$ cat config.mk
export PLATFORM = sky130hd
export DESIGN_NAME = der_tag_length_decoder
export DESIGN_NICKNAME = d
export VERILOG_FILES = /design/src/rtl/dtl_pkg.sv /design/src/rtl/dtl_in_reg.sv /design/src/rtl/dtl_parser.sv /design/src/rtl/dtl_out_reg.sv /design/src/rtl/der_tag_length_decoder.sv
export VERILOG_INCLUDE_DIRS = /design/src /design/src/rtl
export SDC_FILE = /design/constraint.sdc
export NUM_CORES = 1
export LEC_CHECK = 0
export BUFFER_PORTS_ARGS = -buffer_cell sky130_fd_sc_hd__buf_2
export CAP_MARGIN = 20
export CORE_MARGIN = 5
export CORE_UTILIZATION = 59
export CTS_CLUSTER_SIZE = 14
export DETAILED_ROUTE_END_ITERATION = 8
export GPL_TIMING_DRIVEN = 0
export PLACE_DENSITY_LB_ADDON = 0.3
export SYNTH_ARGS = -nofsm -noshare
export SYNTH_HDL_FRONTEND = slang
export SYNTH_HIERARCHICAL = 1
export SYNTH_SLANG_ARGS = --single-unit
$ cat constraint.sdc
create_clock -name i_clk -period 7.2 [get_ports i_clk]
set_input_delay 1.44 -clock i_clk [delete_from_list [all_inputs] [get_ports i_clk]]
set_output_delay 1.44 -clock i_clk [all_outputs]
set_load 0.05 [all_outputs]
$ cat src/rtl/der_tag_length_decoder_assert.svh
// Assertion macros for the DER tag-length decoder.
// Used by the top level; needs nothing else.
`ifndef DER_TAG_LENGTH_DECODER_ASSERT_SVH
`define DER_TAG_LENGTH_DECODER_ASSERT_SVH

// same-cycle implication, disabled in reset
`define DTL_ASSERT_NOW(label, clk, rst_n, ante, cons, msg) \
    label: assert property (@(posedge clk) disable iff (!rst_n) (ante) |-> (cons)) \
        else $error(msg);

// next-cycle implication, disabled in reset
`define DTL_ASSERT_NEXT(label, clk, rst_n, ante, cons, msg) \
    label: assert property (@(posedge clk) disable iff (!rst_n) (ante) |=> (cons)) \
        else $error(msg);

`endif

$ cat src/rtl/dtl_pkg.sv
// Shared types and constants for the DER tag-length decoder.
// No dependencies.
package dtl_pkg;

    localparam int DTL_MAX_TAG_OCTETS    = 4;
    localparam int DTL_MAX_LENGTH_OCTETS = 8;

    localparam int BYTE_W  = 8;
    localparam int AVAIL_W = 32;
    localparam int TAG_W   = 32;
    localparam int LEN_W   = 64;
    localparam int HDR_W   = 4;
    localparam int STAT_W  = 3;

    localparam int S_TDATA_W = BYTE_W + AVAIL_W;                       // 40
    localparam int M_FIELD_W = TAG_W + LEN_W + HDR_W;                  // 100
    localparam int M_TDATA_W = ((M_FIELD_W + 7) / 8) * 8;              // 104

    localparam logic [4:0] TAG_NUM_ESC   = 5'h1F;  // low five bits all ones
    localparam logic [7:0] LEN_INDEF     = 8'h80;
    localparam logic [7:0] LEN_RESERVED  = 8'hFF;
    localparam int         TAG_NUM_MIN   = 31;

    typedef enum logic [2:0] {
        PH_IDLE      = 3'd0,
        PH_TAG_FIRST = 3'd1,
        PH_TAG_MORE  = 3'd2,
        PH_LEN_FIRST = 3'd3,
        PH_LEN_MORE  = 3'd4
    } t_phase;

    typedef enum logic [STAT_W-1:0] {
        ST_OK      = 3'd0,
        ST_BAD_TAG = 3'd1,
        ST_BAD_LEN = 3'd2,
        ST_TRUNC   = 3'd3,
        ST_OVERRUN = 3'd4
    } t_status;

    typedef struct packed {
        logic [BYTE_W-1:0]  data_byte;
        logic               start_req;
        logic [AVAIL_W-1:0] available;
    } t_in_beat;

    typedef struct packed {
        logic [TAG_W-1:0] tag_value;
        logic [LEN_W-1:0] content_length;
        logic [HDR_W-1:0] header_octets;
        t_status          status;
    } t_result;

endpackage

$ cat src/rtl/dtl_in_reg.sv
// Input register stage: captures one octet beat and holds it until the parser takes it.
// Depends on dtl_pkg.
module dtl_in_reg
    import dtl_pkg::*;
(
    input  logic     i_clk,
    input  logic     i_rst_n,
    input  logic     i_valid,
    output logic     o_ready,
    input  t_in_beat i_beat,
    input  logic     i_take,
    output logic     o_valid,
    output t_in_beat o_beat
);

    logic     r_valid;
    t_in_beat r_beat;

    assign o_ready = !r_valid || i_take;
    assign o_valid = r_valid;
    assign o_beat  = r_beat;

    always_ff @(posedge i_clk) begin
        if (!i_rst_n) begin
            r_valid <= 1'b0;
        end else if (o_ready) begin
            r_valid <= i_valid;
        end
    end

    always_ff @(posedge i_clk) begin
        if (o_ready && i_valid) begin
            r_beat <= i_beat;
        end
    end

endmodule

$ cat src/rtl/dtl_parser.sv
// Header parser: phase, tag and length accumulators, one octet per step.
// Depends on dtl_pkg.
module dtl_parser
    import dtl_pkg::*;
#(
    parameter int MAX_TAG_OCTETS    = DTL_MAX_TAG_OCTETS,
    parameter int MAX_LENGTH_OCTETS = DTL_MAX_LENGTH_OCTETS
) (
    input  logic     i_clk,
    input  logic     i_rst_n,
    input  logic     i_step,
    input  t_in_beat i_beat,
    output logic     o_emit,
    output t_result  o_result
);

    // tag number only needs the groups after the first octet
    localparam int TNW = 7 * (MAX_TAG_OCTETS - 1);

    t_phase             r_phase,  n_phase;
    logic [TAG_W-1:0]   r_tag,    n_tag;
    logic [TNW-1:0]     r_tnum,   n_tnum;
    logic [HDR_W-1:0]   r_cnt,    n_cnt;
    logic [LEN_W-1:0]   r_len,    n_len;
    logic [3:0]         r_left,   n_left;
    logic [AVAIL_W-1:0] r_buf,    n_buf;

    // state as seen after a start beat has reset it
    t_phase             e_phase;
    logic [TAG_W-1:0]   e_tag;
    logic [TNW-1:0]     e_tnum;
    logic [HDR_W-1:0]   e_cnt;
    logic [LEN_W-1:0]   e_len;
    logic [3:0]         e_left;
    logic [AVAIL_W-1:0] e_buf;

    logic [BYTE_W-1:0]  b;
    logic [HDR_W-1:0]   cnt1;
    logic [TNW-1:0]     tnum_sh;
    logic [LEN_W-1:0]   len_sh;
    logic [3:0]         left1;
    logic [LEN_W-1:0]   fin_len;
    logic [AVAIL_W-1:0] room;
    logic               do_finish;
    logic               emit;
    t_status            stat;

    always_comb begin
        b       = i_beat.data_byte;
        e_phase = i_beat.start_req ? PH_TAG_FIRST : r_phase;
        e_tag   = i_beat.start_req ? '0 : r_tag;
        e_tnum  = i_beat.start_req ? '0 : r_tnum;
        e_cnt   = i_beat.start_req ? '0 : r_cnt;
        e_len   = i_beat.start_req ? '0 : r_len;
        e_left  = i_beat.start_req ? '0 : r_left;
        e_buf   = i_beat.start_req ? i_beat.available : r_buf;

        cnt1    = e_cnt + HDR_W'(1);
        tnum_sh = TNW'({e_tnum, b[6:0]});
        len_sh  = {e_len[LEN_W-9:0], b};
        left1   = (e_left != 4'd0) ? (e_left - 4'd1) : 4'd0;
        room    = e_buf - AVAIL_W'(cnt1);

        n_phase   = e_phase;
        n_tag     = e_tag;
        n_tnum    = e_tnum;
        n_cnt     = e_cnt;
        n_len     = e_len;
        n_left    = e_left;
        n_buf     = e_buf;
        emit      = 1'b0;
        stat      = ST_OK;
        do_finish = 1'b0;
        fin_len   = len_sh;

        if (e_phase != PH_IDLE) begin
            if (AVAIL_W'(e_cnt) >= e_buf) begin
                emit = 1'b1;
                stat = ST_TRUNC;
            end else begin
                n_cnt = cnt1;
                unique case (e_phase)
                    PH_TAG_FIRST: begin
                        n_tag = TAG_W'(b);
                        if (b[4:0] == TAG_NUM_ESC) begin
                            n_phase = PH_TAG_MORE;
                        end else if (b == 8'd0) begin
                            emit = 1'b1;
                            stat = ST_BAD_TAG;
                        end else begin
                            n_phase = PH_LEN_FIRST;
                        end
                    end
                    PH_TAG_MORE: begin
                        if (e_tnum == '0 && b[6:0] == 7'd0) begin
                            // leading zero group
                            emit = 1'b1;
                            stat = ST_BAD_TAG;
                        end else begin
                            n_tag  = {e_tag[TAG_W-9:0], b};
                            n_tnum = tnum_sh;
                            if (!b[7]) begin
                                if (tnum_sh < TNW'(TAG_NUM_MIN)) begin
                                    emit = 1'b1;
                                    stat = ST_BAD_TAG;
                                end else begin
                                    n_phase = PH_LEN_FIRST;
                                end
                            end else if (cnt1 >= HDR_W'(MAX_TAG_OCTETS)) begin
                                // no terminator within the allowed octets
                                emit = 1'b1;
                                stat = ST_BAD_TAG;
                            end
                        end
                    end
                    PH_LEN_FIRST: begin
                        if (b == LEN_INDEF || b == LEN_RESERVED) begin
                            emit = 1'b1;
                            stat = ST_BAD_LEN;
                        end else if (!b[7]) begin
                            fin_len   = LEN_W'(b);
                            n_len     = fin_len;
                            do_finish = 1'b1;
                        end else if (b[6:0] > 7'(MAX_LENGTH_OCTETS)) begin
                            emit = 1'b1;
                            stat = ST_BAD_LEN;
                        end else begin
                            n_left  = 4'(b[6:0]);
                            n_len   = '0;
                            n_phase = PH_LEN_MORE;
                        end
                    end
                    PH_LEN_MORE: begin
                        if (e_len == '0 && b == 8'd0) begin
                            emit = 1'b1;
                            stat = ST_BAD_LEN;
                        end else if (e_len == '0 && e_left == 4'd1 && !b[7]) begin
                            // one-octet long form that fits short form
                            emit = 1'b1;
                            stat = ST_BAD_LEN;
                        end else begin
                            n_len  = len_sh;
                            n_left = left1;
                            if (left1 == 4'd0) begin
                                if (len_sh == '1) begin
                                    emit = 1'b1;
                                    stat = ST_BAD_LEN;
                                end else begin
                                    do_finish = 1'b1;
                                end
                            end
                        end
                    end
                    default: begin
                        n_phase = PH_IDLE;
                    end
                endcase
            end
        end

        if (do_finish) begin
            emit = 1'b1;
            stat = (fin_len > LEN_W'(room)) ? ST_OVERRUN : ST_OK;
        end
        if (emit) begin
            n_phase = PH_IDLE;
        end

        o_emit = i_step && emit;
        o_result.status = stat;
        if (stat == ST_OK || stat == ST_OVERRUN) begin
            o_result.tag_value      = e_tag;
            o_result.content_length = fin_len;
            o_result.header_octets  = cnt1;
        end else begin
            o_result.tag_value      = '0;
            o_result.content_length = '0;
            o_result.header_octets  = '0;
        end
    end

    always_ff @(posedge i_clk) begin
        if (!i_rst_n) begin
            r_phase <= PH_IDLE;
            r_tag   <= '0;
            r_tnum  <= '0;
            r_cnt   <= '0;
            r_len   <= '0;
            r_left  <= '0;
            r_buf   <= '0;
        end else if (i_step) begin
            r_phase <= n_phase;
            r_tag   <= n_tag;
            r_tnum  <= n_tnum;
            r_cnt   <= n_cnt;
            r_len   <= n_len;
            r_left  <= n_left;
            r_buf   <= n_buf;
        end
    end

endmodule

$ cat src/rtl/dtl_out_reg.sv
// Result register: holds one decoded header until the downstream side takes it.
// Depends on dtl_pkg.
module dtl_out_reg
    import dtl_pkg::*;
(
    input  logic    i_clk,
    input  logic    i_rst_n,
    input  logic    i_load,
    input  t_result i_result,
    input  logic    i_ready,
    output logic    o_valid,
    output logic    o_free,
    output t_result o_result
);

    logic    r_valid;
    t_result r_result;

    assign o_free   = !r_valid || i_ready;
    assign o_valid  = r_valid;
    assign o_result = r_result;

    always_ff @(posedge i_clk) begin
        if (!i_rst_n) begin
            r_valid <= 1'b0;
        end else if (o_free) begin
            r_valid <= i_load;
        end
    end

    always_ff @(posedge i_clk) begin
        if (o_free && i_load) begin
            r_result <= i_result;
        end
    end

endmodule

$ cat src/rtl/der_tag_length_decoder.sv
// Top level of the ASN.1 DER tag-length header decoder.
// Depends on dtl_pkg, dtl_in_reg, dtl_parser, dtl_out_reg and the assertion header.
//
// Octets of a DER header stream in one beat per cycle; tuser marks the first octet of a
// header and tdata carries the octet and the buffer size. One result beat is given per
// header: when it completes, or at the first octet that shows it bad. The parser takes
// one octet per step, so a beat is accepted every cycle but for stalls; the closing beat is
// held in the input register and its result in the result register. The input stalls
// only while a result waits in the result register and the downstream side is not ready.
`include "der_tag_length_decoder_assert.svh"
module der_tag_length_decoder
    import dtl_pkg::*;
#(
    parameter int MAX_TAG_OCTETS    = DTL_MAX_TAG_OCTETS,
    parameter int MAX_LENGTH_OCTETS = DTL_MAX_LENGTH_OCTETS
) (
    input  logic                 i_clk,
    input  logic                 i_rst_n,
    input  logic                 i_s_tvalid,
    output logic                 o_s_tready,
    input  logic [S_TDATA_W-1:0] i_s_tdata,   // data_byte [7:0], available [39:8]
    input  logic                 i_s_tuser,   // start_req
    output logic                 o_m_tvalid,
    input  logic                 i_m_tready,
    output logic [M_TDATA_W-1:0] o_m_tdata,   // tag_value [31:0], content_length [95:32],
                                              // header_octets [99:96], zero pad [103:100]
    output logic [STAT_W-1:0]    o_m_tuser    // status
);

    t_in_beat s_beat;
    t_in_beat q_beat;
    logic     q_valid;
    logic     out_free;
    logic     step;
    logic     emit;
    t_result  res;
    t_result  m_res;

    assign s_beat.data_byte = i_s_tdata[BYTE_W-1:0];
    assign s_beat.available = i_s_tdata[S_TDATA_W-1:BYTE_W];
    assign s_beat.start_req = i_s_tuser;

    // the parser steps only when a result, if any, has somewhere to go
    assign step = q_valid && out_free;

    dtl_in_reg u_in_reg (
        .i_clk   (i_clk),
        .i_rst_n (i_rst_n),
        .i_valid (i_s_tvalid),
        .o_ready (o_s_tready),
        .i_beat  (s_beat),
        .i_take  (step),
        .o_valid (q_valid),
        .o_beat  (q_beat)
    );

    dtl_parser #(
        .MAX_TAG_OCTETS    (MAX_TAG_OCTETS),
        .MAX_LENGTH_OCTETS (MAX_LENGTH_OCTETS)
    ) u_parser (
        .i_clk    (i_clk),
        .i_rst_n  (i_rst_n),
        .i_step   (step),
        .i_beat   (q_beat),
        .o_emit   (emit),
        .o_result (res)
    );

    dtl_out_reg u_out_reg (
        .i_clk    (i_clk),
        .i_rst_n  (i_rst_n),
        .i_load   (emit),
        .i_result (res),
        .i_ready  (i_m_tready),
        .o_valid  (o_m_tvalid),
        .o_free   (out_free),
        .o_result (m_res)
    );

    assign o_m_tdata = {(M_TDATA_W - M_FIELD_W)'(0), m_res.header_octets,
                        m_res.content_length, m_res.tag_value};
    assign o_m_tuser = m_res.status;

    `DTL_ASSERT_NOW(a_stall_cause, i_clk, i_rst_n, !o_s_tready,
        o_m_tvalid && !i_m_tready, "input stalled without a blocked result")
    `DTL_ASSERT_NEXT(a_held_beat, i_clk, i_rst_n, q_valid && !step,
        q_valid && $stable(q_beat), "held input beat lost or changed")
    `DTL_ASSERT_NOW(a_err_zero, i_clk, i_rst_n,
        o_m_tvalid && (m_res.status == ST_BAD_TAG || m_res.status == ST_BAD_LEN ||
        m_res.status == ST_TRUNC),
        m_res.tag_value == '0 && m_res.content_length == '0 && m_res.header_octets == '0,
        "error result carries header fields")
    `DTL_ASSERT_NOW(a_ok_size, i_clk, i_rst_n,
        o_m_tvalid && (m_res.status == ST_OK || m_res.status == ST_OVERRUN),
        m_res.header_octets >= HDR_W'(2), "decoded header shorter than two octets")

endmodule
==> out/results.ini, run 1 <==
[clock_tree]
clk_latency_ns = 0.55
cts-root-buf = sky130_fd_sc_hd__clkbuf_16
cts.htree.levels = 1
clock-sinks = 306
cts_made_buffers = 29
cts.reportedPaths.clkPinSlew_ns = 0.07
cts_setup_buffers = 0
max-clock-path-buffers = 3
clock_tree_from_tritoncts = done

[cells_and_area]
fin_area_sq_um = 16200
utilization_pct = 69.0
post_route_cells_drive_above_1_share_pct = 17.6
antenna_cells_inserted = 0
area_growth_syn_to_layout_pct = 15.4
final_net_count = 1544

[global_route]
antenna_violations_before_repair = 0
grt_pass1_vias = 10312
grt-ovfl-total = 0
grt_first_pass_wirelength_microns = 56700
largest_net_degree_at_the_start_of_global_routing = 80
grt_use_total_pct = 26.7

[yosys]
synth-main-ff-cell = sky130_fd_sc_hd__dfxtp_1
post_synth_inst_count = 1277
synth_seq_cells = 306
yosysTopAreaCell = sky130_fd_sc_hd__edfxtp_1
synth.most_common_cell = sky130_fd_sc_hd__dfxtp_1
mappedNetlistArea_sq_um = 14000
yosysWarnings = 6
yosys-top-cells-count = sky130_fd_sc_hd__dfxtp_1, sky130_fd_sc_hd__edfxtp_1, sky130_fd_sc_hd__and2_1, sky130_fd_sc_hd__nand2_1, sky130_fd_sc_hd__a22o_1
post_synth.cell_area_avg_sq_um = 11.0
synth-edff-count = 144
synth-async-reset-ratio_pct = 0
yosys-top-cells-area = sky130_fd_sc_hd__edfxtp_1, sky130_fd_sc_hd__dfxtp_1, sky130_fd_sc_hd__and2_1
seq_area_frac_synth_pct = 53.9
synthDistinctLibCells = 77
netlist.area_leader.share_pct = 30.8

[power]
leakage_nw = 6.41
power_density_nw_per_um2 = 230
vdd.ir_drop.worst_mv = 0.212
total_power_mw = 3.72

[route]
post_drt_via_cell_ratio = 6.05
firstDrtPassIters = 5
first_iter_violations = 1120
route.final.wire_length_microns = 36300
drc_violation_count_after_routing = 0
wl_per_cell_microns = 20.2
route.vias.total = 10878
detail-route-antenna-nets = 0

[outcome]
run_status = finished clean

[sta]
slew_violations = 0
max_freq_ghz = 0.150
final_hold_viol_count = 0
timing.final.crit_period_ns = 6.68
fin_setup_tns_ns = 0
final_clock_period_utilization_by_the_worst_path_pct = 92.7
report.final.setup_viol = 0
rsz_0062_raised_after_global_routing = no
max_slew_margin_pct = 35.8
transition_time_of_the_tightest_slew_check_pin_ns = 0.955
clock-skew-final_ns = 0.0116

[setup_path]
setup.worst_path.class = reg2reg
startpoint_type = flip-flop
critPathRequiredTime_ns = 7.55
worst_setup_path_end_kind = flip-flop
crit_fanout = 10
cp.arrival_ns = 7.03

[die]
fp.dieH_microns = 164
floorplan.die.width_microns = 164
initial_cell_density_of_the_core_pct = 59.8
io_pins = 154
rows = 56
design.core.area_sq_um = 23500
dieArea_sq_um = 27000

[min_path]
hold_path.class = reg2reg

[placement]
gpl.final_weighted_congestion = 0.952
area_after_dpl_sq_um = 15200
hpwlAfterDp_microns = 26100
io_buffer_count = 149

[flow_run]
cap_viol_max_count = 0

-- repair_timing --
item,4_1_cts,5_1_grt
hold buffers,0,0
resized for setup,3,0
setup endpoints to repair,1,1
-- cell usage in the layout (no fill, tap or decap), types with 11 or more instances in the layout --
cell	n
sky130_fd_sc_hd__dfxtp_1	162
sky130_fd_sc_hd__buf_2	165
sky130_fd_sc_hd__nand4_1	31
sky130_fd_sc_hd__nor2b_1	37
sky130_fd_sc_hd__xnor2_1	14
sky130_fd_sc_hd__edfxtp_1	144
sky130_fd_sc_hd__o21ai_0	37
sky130_fd_sc_hd__a21oi_1	40
sky130_fd_sc_hd__and2_1	123
sky130_fd_sc_hd__a21boi_0	30
sky130_fd_sc_hd__nand3_1	17
sky130_fd_sc_hd__ha_1	39
sky130_fd_sc_hd__nor4_1	33
sky130_fd_sc_hd__nor3_1	22
sky130_fd_sc_hd__clkbuf_1	42
sky130_fd_sc_hd__a22oi_1	28
sky130_fd_sc_hd__a22o_1	78
sky130_fd_sc_hd__mux2i_1	26
sky130_fd_sc_hd__nor2_1	60
sky130_fd_sc_hd__xor2_1	23
sky130_fd_sc_hd__buf_6	13
sky130_fd_sc_hd__inv_1	18
sky130_fd_sc_hd__nand2_1	96
sky130_fd_sc_hd__clkbuf_16	30
sky130_fd_sc_hd__a21o_1	11
-- metal layers --
layer  part of all wire (%)  global-route usage, %
met1                     42                   36.7
met4                    3.1                   8.88
met5                      0                      0
met2                     46                   43.4
met3                    8.8                   4.32
-- registers in the layout, indices dropped and copies added (netlist names) --
signal / flops
u_parser/r_tag: 32
u_out_reg/o_result: 103
u_parser/r_cnt: 4
u_parser/r_phase: 3
u_out_reg/o_valid: 1
u_parser/r_left: 4
u_parser/r_tnum: 21
u_parser/r_len: 64
u_parser/r_buf: 32
u_in_reg/o_valid: 1
u_in_reg/o_beat: 41
-- area by class of cell --
type	count	area, sq um
fillers	1777	7280
multi-input cells	878	5990
clock buffers	43	840
repair buffers	150	773
well taps	319	399
flip-flops and latches	306	7570
plain buffers	74	422
inverters	20	75.1
clock inverters	9	128
-- stage by stage --
step	hold WS (ns)	setup WS, ns	std cells
6_report	0.466	0.523	1799
5_1_grt	0.479	0.216	1799
4_1_cts	0.469	0.0135	1801
3_5_place_dp	0.447	-0.265	1749
3_3_place_gp	0.448	-0.325	1748
2_1_floorplan	0.434	1.78	1280
-- worst max-delay path, stage by stage (launching register included) --
cell and delay, ns:
sky130_fd_sc_hd__edfxtp_1 0.41, sky130_fd_sc_hd__buf_6 0.17, sky130_fd_sc_hd__buf_6 0.16, sky130_fd_sc_hd__inv_2 0.13
sky130_fd_sc_hd__buf_6 0.19, sky130_fd_sc_hd__clkbuf_1 0.61, sky130_fd_sc_hd__nand2_1 0.34, sky130_fd_sc_hd__ha_1 0.39
sky130_fd_sc_hd__nand2_1 0.07, sky130_fd_sc_hd__a2111oi_0 0.54, sky130_fd_sc_hd__nor4_1 0.17, sky130_fd_sc_hd__and4_1 0.25
sky130_fd_sc_hd__buf_4 0.19, sky130_fd_sc_hd__nor3b_2 0.40, sky130_fd_sc_hd__nor2_1 0.17, sky130_fd_sc_hd__clkbuf_1 0.21
sky130_fd_sc_hd__and2_1 0.21, sky130_fd_sc_hd__ha_1 0.30, sky130_fd_sc_hd__nand3_1 0.10, sky130_fd_sc_hd__nor3_1 0.43
sky130_fd_sc_hd__nand3_1 0.17, sky130_fd_sc_hd__a21oi_1 0.24, sky130_fd_sc_hd__o31a_1 0.18, sky130_fd_sc_hd__o22ai_1 0.16
sky130_fd_sc_hd__a21oi_1 0.27
-- worst paths after layout --
kind	slack, ns	cells after the start	end	startpoint
worst min register to register	0.47	1	u_parser/r_tag[25]$_SDFFE_PN0P_	u_parser/r_tag[25]$_SDFFE_PN0P_
worst max register to register	0.52	24	u_out_reg/o_result[2]$_DFFE_PP_	u_in_reg/o_beat[32]$_DFFE_PP_
worst max-delay path	0.52	24	u_out_reg/o_result[2]$_DFFE_PP_	u_in_reg/o_beat[32]$_DFFE_PP_
worst min-delay path	0.47	1	u_parser/r_tag[25]$_SDFFE_PN0P_	u_parser/r_tag[25]$_SDFFE_PN0P_
-- report_power, final --
group	internal, mW	leakage (nW)	total, mW	switching [mW]
sequential	1.84	2.70	1.87	0.0290
combinational	0.112	3.23	0.307	0.195
clock	0.912	0.472	1.55	0.634
-- cell families (layout without fill, tap and decap cells) --
group	count (synthesis)	count (layout)	share of synthesized area, %
DFF	306	306	53.9
other	1	4	0.0267
xor gates and xnor gates	37	37	2.31
adders and majority gates	42	42	3.78
buffers and inverters	96	296	3.55
AOI/OAI and AO/OA	295	295	15.6
and+or+nand+nor	469	469	18.5
muxes	31	31	2.30
No activity file was read; power rests on OpenSTA's default activity.
==> run 2: changes to the inputs <==
Settings changed: CORE_ASPECT_RATIO from default to 1.4.
==> run 2 against run 1 <==
Compared with the run above:
- fmax shrank 1.8%
- critical path type unchanged
- largest cell class unchanged
- cell area down 0.48%
- critical endpoint unchanged
- via count is 0.46% lower
- first-iteration DRC count down 9.7%
- clock skew grew 0.0029 ns
- total power down 2.9%
- routed wire length rose by 0.34%
- largest power group unchanged
==> out/results.ini, run 2 (synthesis gave the netlist of run 1 again) <==
[global_route]
grt_use_met1_pct = 32.2
grt_use_total_pct = 26.5
grt_use_met3_pct = 3.40
largest_net_degree_at_the_start_of_global_routing = 67
grt_pass1_vias = 10645
most_used_layer_global_route = met2
grt-ovfl-total = 0
groute.layer.met2.usage_pct = 47.1
antenna_violations_before_repair = 0
grt_first_pass_wirelength_microns = 57500

[sta]
final_critical_path_setup_slack_ns = 0.401
clock-skew-final_ns = 0.0145
report.final.setup_viol = 0
max_slew_margin_pct = 34.2
max_freq_ghz = 0.147
timing.final.crit_period_ns = 6.80
transition_time_of_the_tightest_slew_check_pin_ns = 0.987
final_hold_viol_count = 0
final_clock_period_utilization_by_the_worst_path_pct = 94.4
rsz_0062_raised_after_global_routing = no
slew_violations = 0

[route]
route.final.wire_length_microns = 36400
detail-route-antenna-nets = 0
post_drt_via_cell_ratio = 6.06
route.vias.total = 10828
first_iter_violations = 1011
wl_per_cell_microns = 20.4
drc_violation_count_after_routing = 0
firstDrtPassIters = 6

[setup_path]
cp_cell_sequence = buf_6 -> buf_6 -> inv_2 -> buf_6 -> clkbuf_1 -> nand2_1 -> ha_1 -> nand2_1 -> a2111oi_1 -> nor4_1 -> and4_1 -> buf_4 -> nor3b_2 -> nor2_1 -> clkbuf_1 -> and2_1 -> ha_1 -> nand3_1 -> nor3_1 -> nand3_1 -> a21oi_1 -> o31a_1 -> o22ai_1 -> a21oi_1
worst_r2r_endpoint = u_out_reg/o_result[2]$_DFFE_PP_
timing.critical_path.max_delay_family = simple AND/OR/NAND/NOR gates
startpoint_type = flip-flop
rr_startpoint = u_in_reg/o_beat[32]$_DFFE_PP_
crit_path_frequent_cell = sky130_fd_sc_hd__buf_6
cp_slowest_stage_delay_ns = 0.67
worst_setup_path_end_kind = flip-flop
cp.arrival_ns = 7.16
setup.worst_path.class = reg2reg
setup.reg_to_reg.worst_slack_ns = 0.40
critical_path.slowest_cell = sky130_fd_sc_hd__clkbuf_1
rr_worst_depth = 24
critPathRequiredTime_ns = 7.56
timing.critical_path.buf_inv = 7
crit_fanout = 10

[placement]
placement.setup.worst_slack_ns = -0.530
number_of_instances_in_the_placed_design = 1736
gpl.final_weighted_congestion = 0.982
hpwlAfterDp_microns = 26700
io_buffer_count = 149

[cells_and_area]
final_cell_mix = sky130_fd_sc_hd__buf_2, sky130_fd_sc_hd__dfxtp_1, sky130_fd_sc_hd__edfxtp_1
area_growth_syn_to_layout_pct = 14.8
largest_register_ffs = 103
antenna_cells_inserted = 0
final_net_count = 1544
multi_input_gate_area_in_the_final_layout_sq_um = 5990
stdcell_count = 1787
fill_cells = 1772
post_route_cells_drive_above_1_share_pct = 17.6
seq_area_sq_um = 7570
most_frequent_standard_cell_in_the_layout_excluding_fill_and_tap_cells = sky130_fd_sc_hd__buf_2

[min_path]
hold_path_startpoint = u_parser/r_tag[31]$_SDFFE_PN0P_
worstHoldEndpoint = u_parser/r_tag[31]$_SDFFE_PN0P_
timing.hold.worst_path_depth = 1
hold_path.class = reg2reg

[power]
vdd.ir_drop.worst_mv = 0.232
clock_power_share_pct = 39.7
power.combinational.fraction_pct = 8.6
power_switching_share_pct = 23.2
power.net_switching_uw = 839
power_density_nw_per_um2 = 224
leakage_nw = 6.37
seqPwrFrac_pct = 51.7
intPower_mw = 2.78

[clock_tree]
cts.htree.levels = 1
clk_latency_ns = 0.54
cts-hold-fix-buffers = 0
cts-root-buf = sky130_fd_sc_hd__clkbuf_16
clock_tree_from_tritoncts = done
cts.reportedPaths.clkPinSlew_ns = 0.07
cts_made_buffers = 28
max-clock-path-buffers = 3
clock-sinks = 306

[outcome]
run_status = finished clean

[die]
dieArea_sq_um = 27000
initial_cell_density_of_the_core_pct = 60.1
rows = 66
io_pins = 154
fp.dieH_microns = 193
design.core.area_sq_um = 23400
floorplan.die.width_microns = 140

[flow_run]
cap_viol_max_count = 0

## run 2: timing repair
action,4_1_cts,5_1_grt
resized for setup,4,0
buffers inserted,0,0
endpoints found under the setup margin,1,0
## run 2: worst max path at each step
stage                             startpoint                               to  slack (ns)  depth (start not counted)
3_3_place_gp   u_in_reg/o_beat[32]$_DFFE_PP_  u_out_reg/o_result[2]$_DFFE_PP_       -0.34                         23
5_1_grt        u_in_reg/o_beat[32]$_DFFE_PP_  u_out_reg/o_result[2]$_DFFE_PP_       0.007                         24
4_1_cts        u_in_reg/o_beat[32]$_DFFE_PP_  u_out_reg/o_result[2]$_DFFE_PP_        0.43                         23
2_1_floorplan  u_in_reg/o_beat[32]$_DFFE_PP_  u_out_reg/o_result[2]$_DFFE_PP_        1.78                         23
6_report       u_in_reg/o_beat[32]$_DFFE_PP_  u_out_reg/o_result[2]$_DFFE_PP_        0.40                         24
3_5_place_dp   u_in_reg/o_beat[32]$_DFFE_PP_  u_out_reg/o_result[2]$_DFFE_PP_       -0.53                         22
## run 2: per-stage QoR
step | hold slack, ns | total power, mW | util, % | setup TNS [ns] | area [sq um]
2_1_floorplan | 0.434 | 2.11 | - | 0 | 14100
3_3_place_gp | 0.447 | 2.20 | 65.0 | -0.342 | 15200
3_5_place_dp | 0.451 | 2.21 | 65.1 | -0.530 | 15200
4_1_cts | 0.473 | 3.63 | 69.0 | 0 | 16100
5_1_grt | 0.488 | 3.75 | 69.0 | 0 | 16100
6_report | 0.472 | 3.61 | 69.0 | 0 | 16100
## run 2: power groups by stage
stage	combinational [mW]	sequential (mW)	clock, mW
2_1_floorplan	0.212	1.90	0
3_3_place_gp	0.296	1.91	0
3_5_place_dp	0.303	1.91	0
4_1_cts	0.305	1.87	1.46
5_1_grt	0.340	1.87	1.54
6_report	0.310	1.87	1.44
## run 2: cell type report
class | count | area share (%)
Clock buffer | 43 | 5.10
Timing Repair Buffer | 150 | 4.80
Tap cell | 306 | 2.38
Sequential cell | 306 | 46.9
Inverter | 20 | 0.466
Buffer | 75 | 2.65
Clock inverter | 9 | 0.481
Multi-Input combinational cell | 878 | 37.2
## run 2: layer usage
metal	vias up	share of wire (%)
li1	5091	-
met4	0	4.3
met2	510	50
met3	123	7.2
met5	-	0
met1	5104	39
==> run 3: changes to the inputs <==
Settings changed: SYNTH_HIERARCHICAL 1 to default.
==> run 3 against run 2 <==
Compared with the run above:
- clock skew rose by 0.0033 ns
- setup slack got worse by 0.16 ns
- sequential power is essentially flat
- hold slack better by 0.016 ns
- highest routed layer unchanged
==> out/results.ini, run 3 <==
[outcome]
run_status = finished clean

[sta]
max_slew_margin_pct = 37.4
max_freq_ghz = 0.144
final_clock_period_utilization_by_the_worst_path_pct = 96.6
hold_ws_ns = 0.488
clock-skew-final_ns = 0.0178
timing.final.crit_period_ns = 6.96
transition_time_of_the_tightest_slew_check_pin_ns = 0.937
final_hold_viol_count = 0
slew_violations = 0
fin_setup_tns_ns = 0
report.final.setup_viol = 0

[clock_tree]
max-clock-path-buffers = 3
cts-root-buf = sky130_fd_sc_hd__clkbuf_16
clock_tree_from_tritoncts = done
cts_made_buffers = 28
cts.htree.levels = 1
clock-sinks = 306
cts-hold-fix-buffers = 0
clk_latency_ns = 0.55
cts.reportedPaths.clkPinSlew_ns = 0.07

[setup_path]
cp.arrival_ns = 7.25
rr_worst_depth = 24
worst_setup_path_end_kind = flip-flop
rr_startpoint = u_in_reg.o_beat[32]$_DFFE_PP_
setup.reg_to_reg.worst_slack_ns = 0.24
critPathRequiredTime_ns = 7.49
worst_r2r_endpoint = u_out_reg.o_result[2]$_DFFE_PP_
setup.worst_path.class = reg2reg
crit_fanout = 19
startpoint_type = flip-flop

[route]
drc_violation_count_after_routing = 0
first_iter_violations = 745
post_drt_via_cell_ratio = 5.96
route.final.wire_length_microns = 36900
detail-route-antenna-nets = 0
wl_per_cell_microns = 19.7
firstDrtPassIters = 5
route.vias.total = 11146

[power]
power_density_nw_per_um2 = 229
power_switching_share_pct = 23.9
seqPwrFrac_pct = 50.3
power.combinational.fraction_pct = 10.0
total_power_mw = 3.74
vdd.ir_drop.worst_mv = 0.217
intPower_mw = 2.85
power.net_switching_uw = 897
leakage_nw = 6.09
clock_power_share_pct = 39.6

[die]
io_pins = 154
rows = 67
dieArea_sq_um = 27400
design.core.area_sq_um = 23900
initial_cell_density_of_the_core_pct = 59.6
fp.dieH_microns = 194
floorplan.die.width_microns = 141

[yosys]
yosys-top-cells-count = sky130_fd_sc_hd__dfxtp_1, sky130_fd_sc_hd__edfxtp_1, sky130_fd_sc_hd__nand2_1, sky130_fd_sc_hd__and2_1, sky130_fd_sc_hd__nor2_1
mappedNetlistArea_sq_um = 14200
post_synth.cell_area_avg_sq_um = 10.5
synth-edff-count = 144
post_synth_inst_count = 1355
synth_seq_cells = 306
synth.most_common_cell = sky130_fd_sc_hd__dfxtp_1
yosysWarnings = 0
yosys-top-cells-area = sky130_fd_sc_hd__edfxtp_1, sky130_fd_sc_hd__dfxtp_1, sky130_fd_sc_hd__and2_1
synthDistinctLibCells = 74
synth-main-ff-cell = sky130_fd_sc_hd__dfxtp_1
synth-async-reset-ratio_pct = 0
netlist.area_leader.share_pct = 30.4
yosysTopAreaCell = sky130_fd_sc_hd__edfxtp_1
seq_area_frac_synth_pct = 53.1

[global_route]
grt_first_pass_wirelength_microns = 58000
grt_use_total_pct = 26.1
grt_pass1_vias = 11064
largest_net_degree_at_the_start_of_global_routing = 42
grt-ovfl-total = 0
antenna_violations_before_repair = 0

[cells_and_area]
area_growth_syn_to_layout_pct = 15.0
most_frequent_standard_cell_in_the_layout_excluding_fill_and_tap_cells = sky130_fd_sc_hd__buf_2
fin_area_sq_um = 16400
largest_register_ffs = 103
post_route_cells_drive_above_1_share_pct = 16.0
stdcell_count = 1869
antenna_cells_inserted = 0
final_cell_mix = sky130_fd_sc_hd__buf_2, sky130_fd_sc_hd__dfxtp_1, sky130_fd_sc_hd__edfxtp_1
final_net_count = 1623

[min_path]
worstHoldEndpoint = u_parser.r_len[59]$_SDFFE_PN0P_
timing.hold.worst_path_depth = 1
hold_path_startpoint = u_parser.r_len[59]$_SDFFE_PN0P_
hold_path.class = reg2reg

[placement]
area_after_dpl_sq_um = 15400
gpl.final_weighted_congestion = 0.968
number_of_instances_in_the_placed_design = 1819
hpwlAfterDp_microns = 27300
io_buffer_count = 149

[flow_run]
cap_viol_max_count = 0

-- run 3: final cells by class --
cell class / instances / area, sq um
Timing Repair Buffer: 151 / 786
Clock buffer: 43 / 832
Sequential cell: 306 / 7570
Multi-Input combinational cell: 954 / 6230
Fill cell: 1877 / 7520
Inverter: 17 / 63.8
Clock inverter: 8 / 92.6
Tap cell: 310 / 388
Buffer: 80 / 405
-- run 3: stage by stage --
stage | worst slack (ns) | util (%)
floorplan | 0.445 | -
global placement | -2.50 | 64.4
detailed placement | -0.714 | 64.6
CTS | 0.0466 | 68.5
global route | -0.000200 | 68.5
finish | 0.244 | 68.5
-- run 3: timing repair --
action / in CTS / in global routing
setup buffers: 0 / 0
pin swaps: 0 / 0
setup endpoints to repair: 41 / 1
resized for setup: 6 / 5
-- run 3: routing by layer --
layer | vias up | global-route usage [%] | part of all wire (%)
met5 | - | 0 | 0
met4 | 0 | 11.4 | 4.5
met3 | 110 | 3.18 | 5.4
met2 | 394 | 47.3 | 52
met1 | 5313 | 30.7 | 38
li1 | 5329 | - | -
-- run 3: critical path, cell delays in order, from the launching register on --
cell and delay, ns:
sky130_fd_sc_hd__edfxtp_1 0.48, sky130_fd_sc_hd__buf_2 0.38, sky130_fd_sc_hd__buf_2 0.36, sky130_fd_sc_hd__buf_2 0.33, sky130_fd_sc_hd__clkbuf_4 0.33, sky130_fd_sc_hd__buf_4 0.33, sky130_fd_sc_hd__clkbuf_2 0.34, sky130_fd_sc_hd__nor2b_1 0.10
sky130_fd_sc_hd__ha_1 0.27, sky130_fd_sc_hd__a21boi_1 0.35, sky130_fd_sc_hd__o22ai_1 0.17, sky130_fd_sc_hd__nor4_2 0.34, sky130_fd_sc_hd__and2_4 0.25, sky130_fd_sc_hd__nor2_2 0.11, sky130_fd_sc_hd__a21oi_4 0.30, sky130_fd_sc_hd__clkbuf_1 0.31
sky130_fd_sc_hd__and2_1 0.20, sky130_fd_sc_hd__ha_1 0.16, sky130_fd_sc_hd__nand4_1 0.10, sky130_fd_sc_hd__or2_2 0.32, sky130_fd_sc_hd__nor3_1 0.37, sky130_fd_sc_hd__nand2_1 0.16, sky130_fd_sc_hd__or3_1 0.42, sky130_fd_sc_hd__o41ai_1 0.08
sky130_fd_sc_hd__a21oi_1 0.13
-- run 3: worst max-delay path by stage --
stage	from	to	slack, ns	depth (start not counted)
6_report	u_in_reg.o_beat[32]$_DFFE_PP_	u_out_reg.o_result[2]$_DFFE_PP_	0.24	24
5_1_grt	u_in_reg.o_beat[32]$_DFFE_PP_	u_out_reg.o_result[2]$_DFFE_PP_	-0.0002	24
4_1_cts	u_in_reg.o_beat[32]$_DFFE_PP_	u_out_reg.o_result[2]$_DFFE_PP_	0.05	23
3_5_place_dp	u_in_reg.o_beat[32]$_DFFE_PP_	u_out_reg.o_result[2]$_DFFE_PP_	-0.71	25
3_3_place_gp	u_in_reg.o_beat[32]$_DFFE_PP_	u_out_reg.o_result[41]$_SDFFCE_PN0P_	-2.50	18
2_1_floorplan	u_in_reg.o_beat[32]$_DFFE_PP_	u_out_reg.o_result[0]$_DFFE_PP_	0.44	18
-- run 3: cells by family (layout without fill, tap and decap cells) --
group | count (synthesis) | after routing | synth area share (%)
AND/OR/NAND/NOR | 536 | 536 | 20.0
AO/OA/AOI/OAI | 306 | 306 | 15.6
flip-flops | 306 | 306 | 53.1
buffers and inverters | 98 | 299 | 3.25
adder cells (fa/ha/maj) | 42 | 42 | 3.71
XOR/XNOR | 36 | 36 | 2.21
multiplexers | 30 | 30 | 2.11
other | 1 | 4 | 0.0263
-- run 3: power by group through the flow --
stage               Combinational, mW  Clock [mW]  Sequential (mW)
floorplan                       0.260           0             1.91
global placement                0.360           0             1.92
detailed placement              0.367           0             1.92
CTS                             0.370        1.50             1.88
global route                    0.410        1.58             1.89
finish                          0.375        1.48             1.89
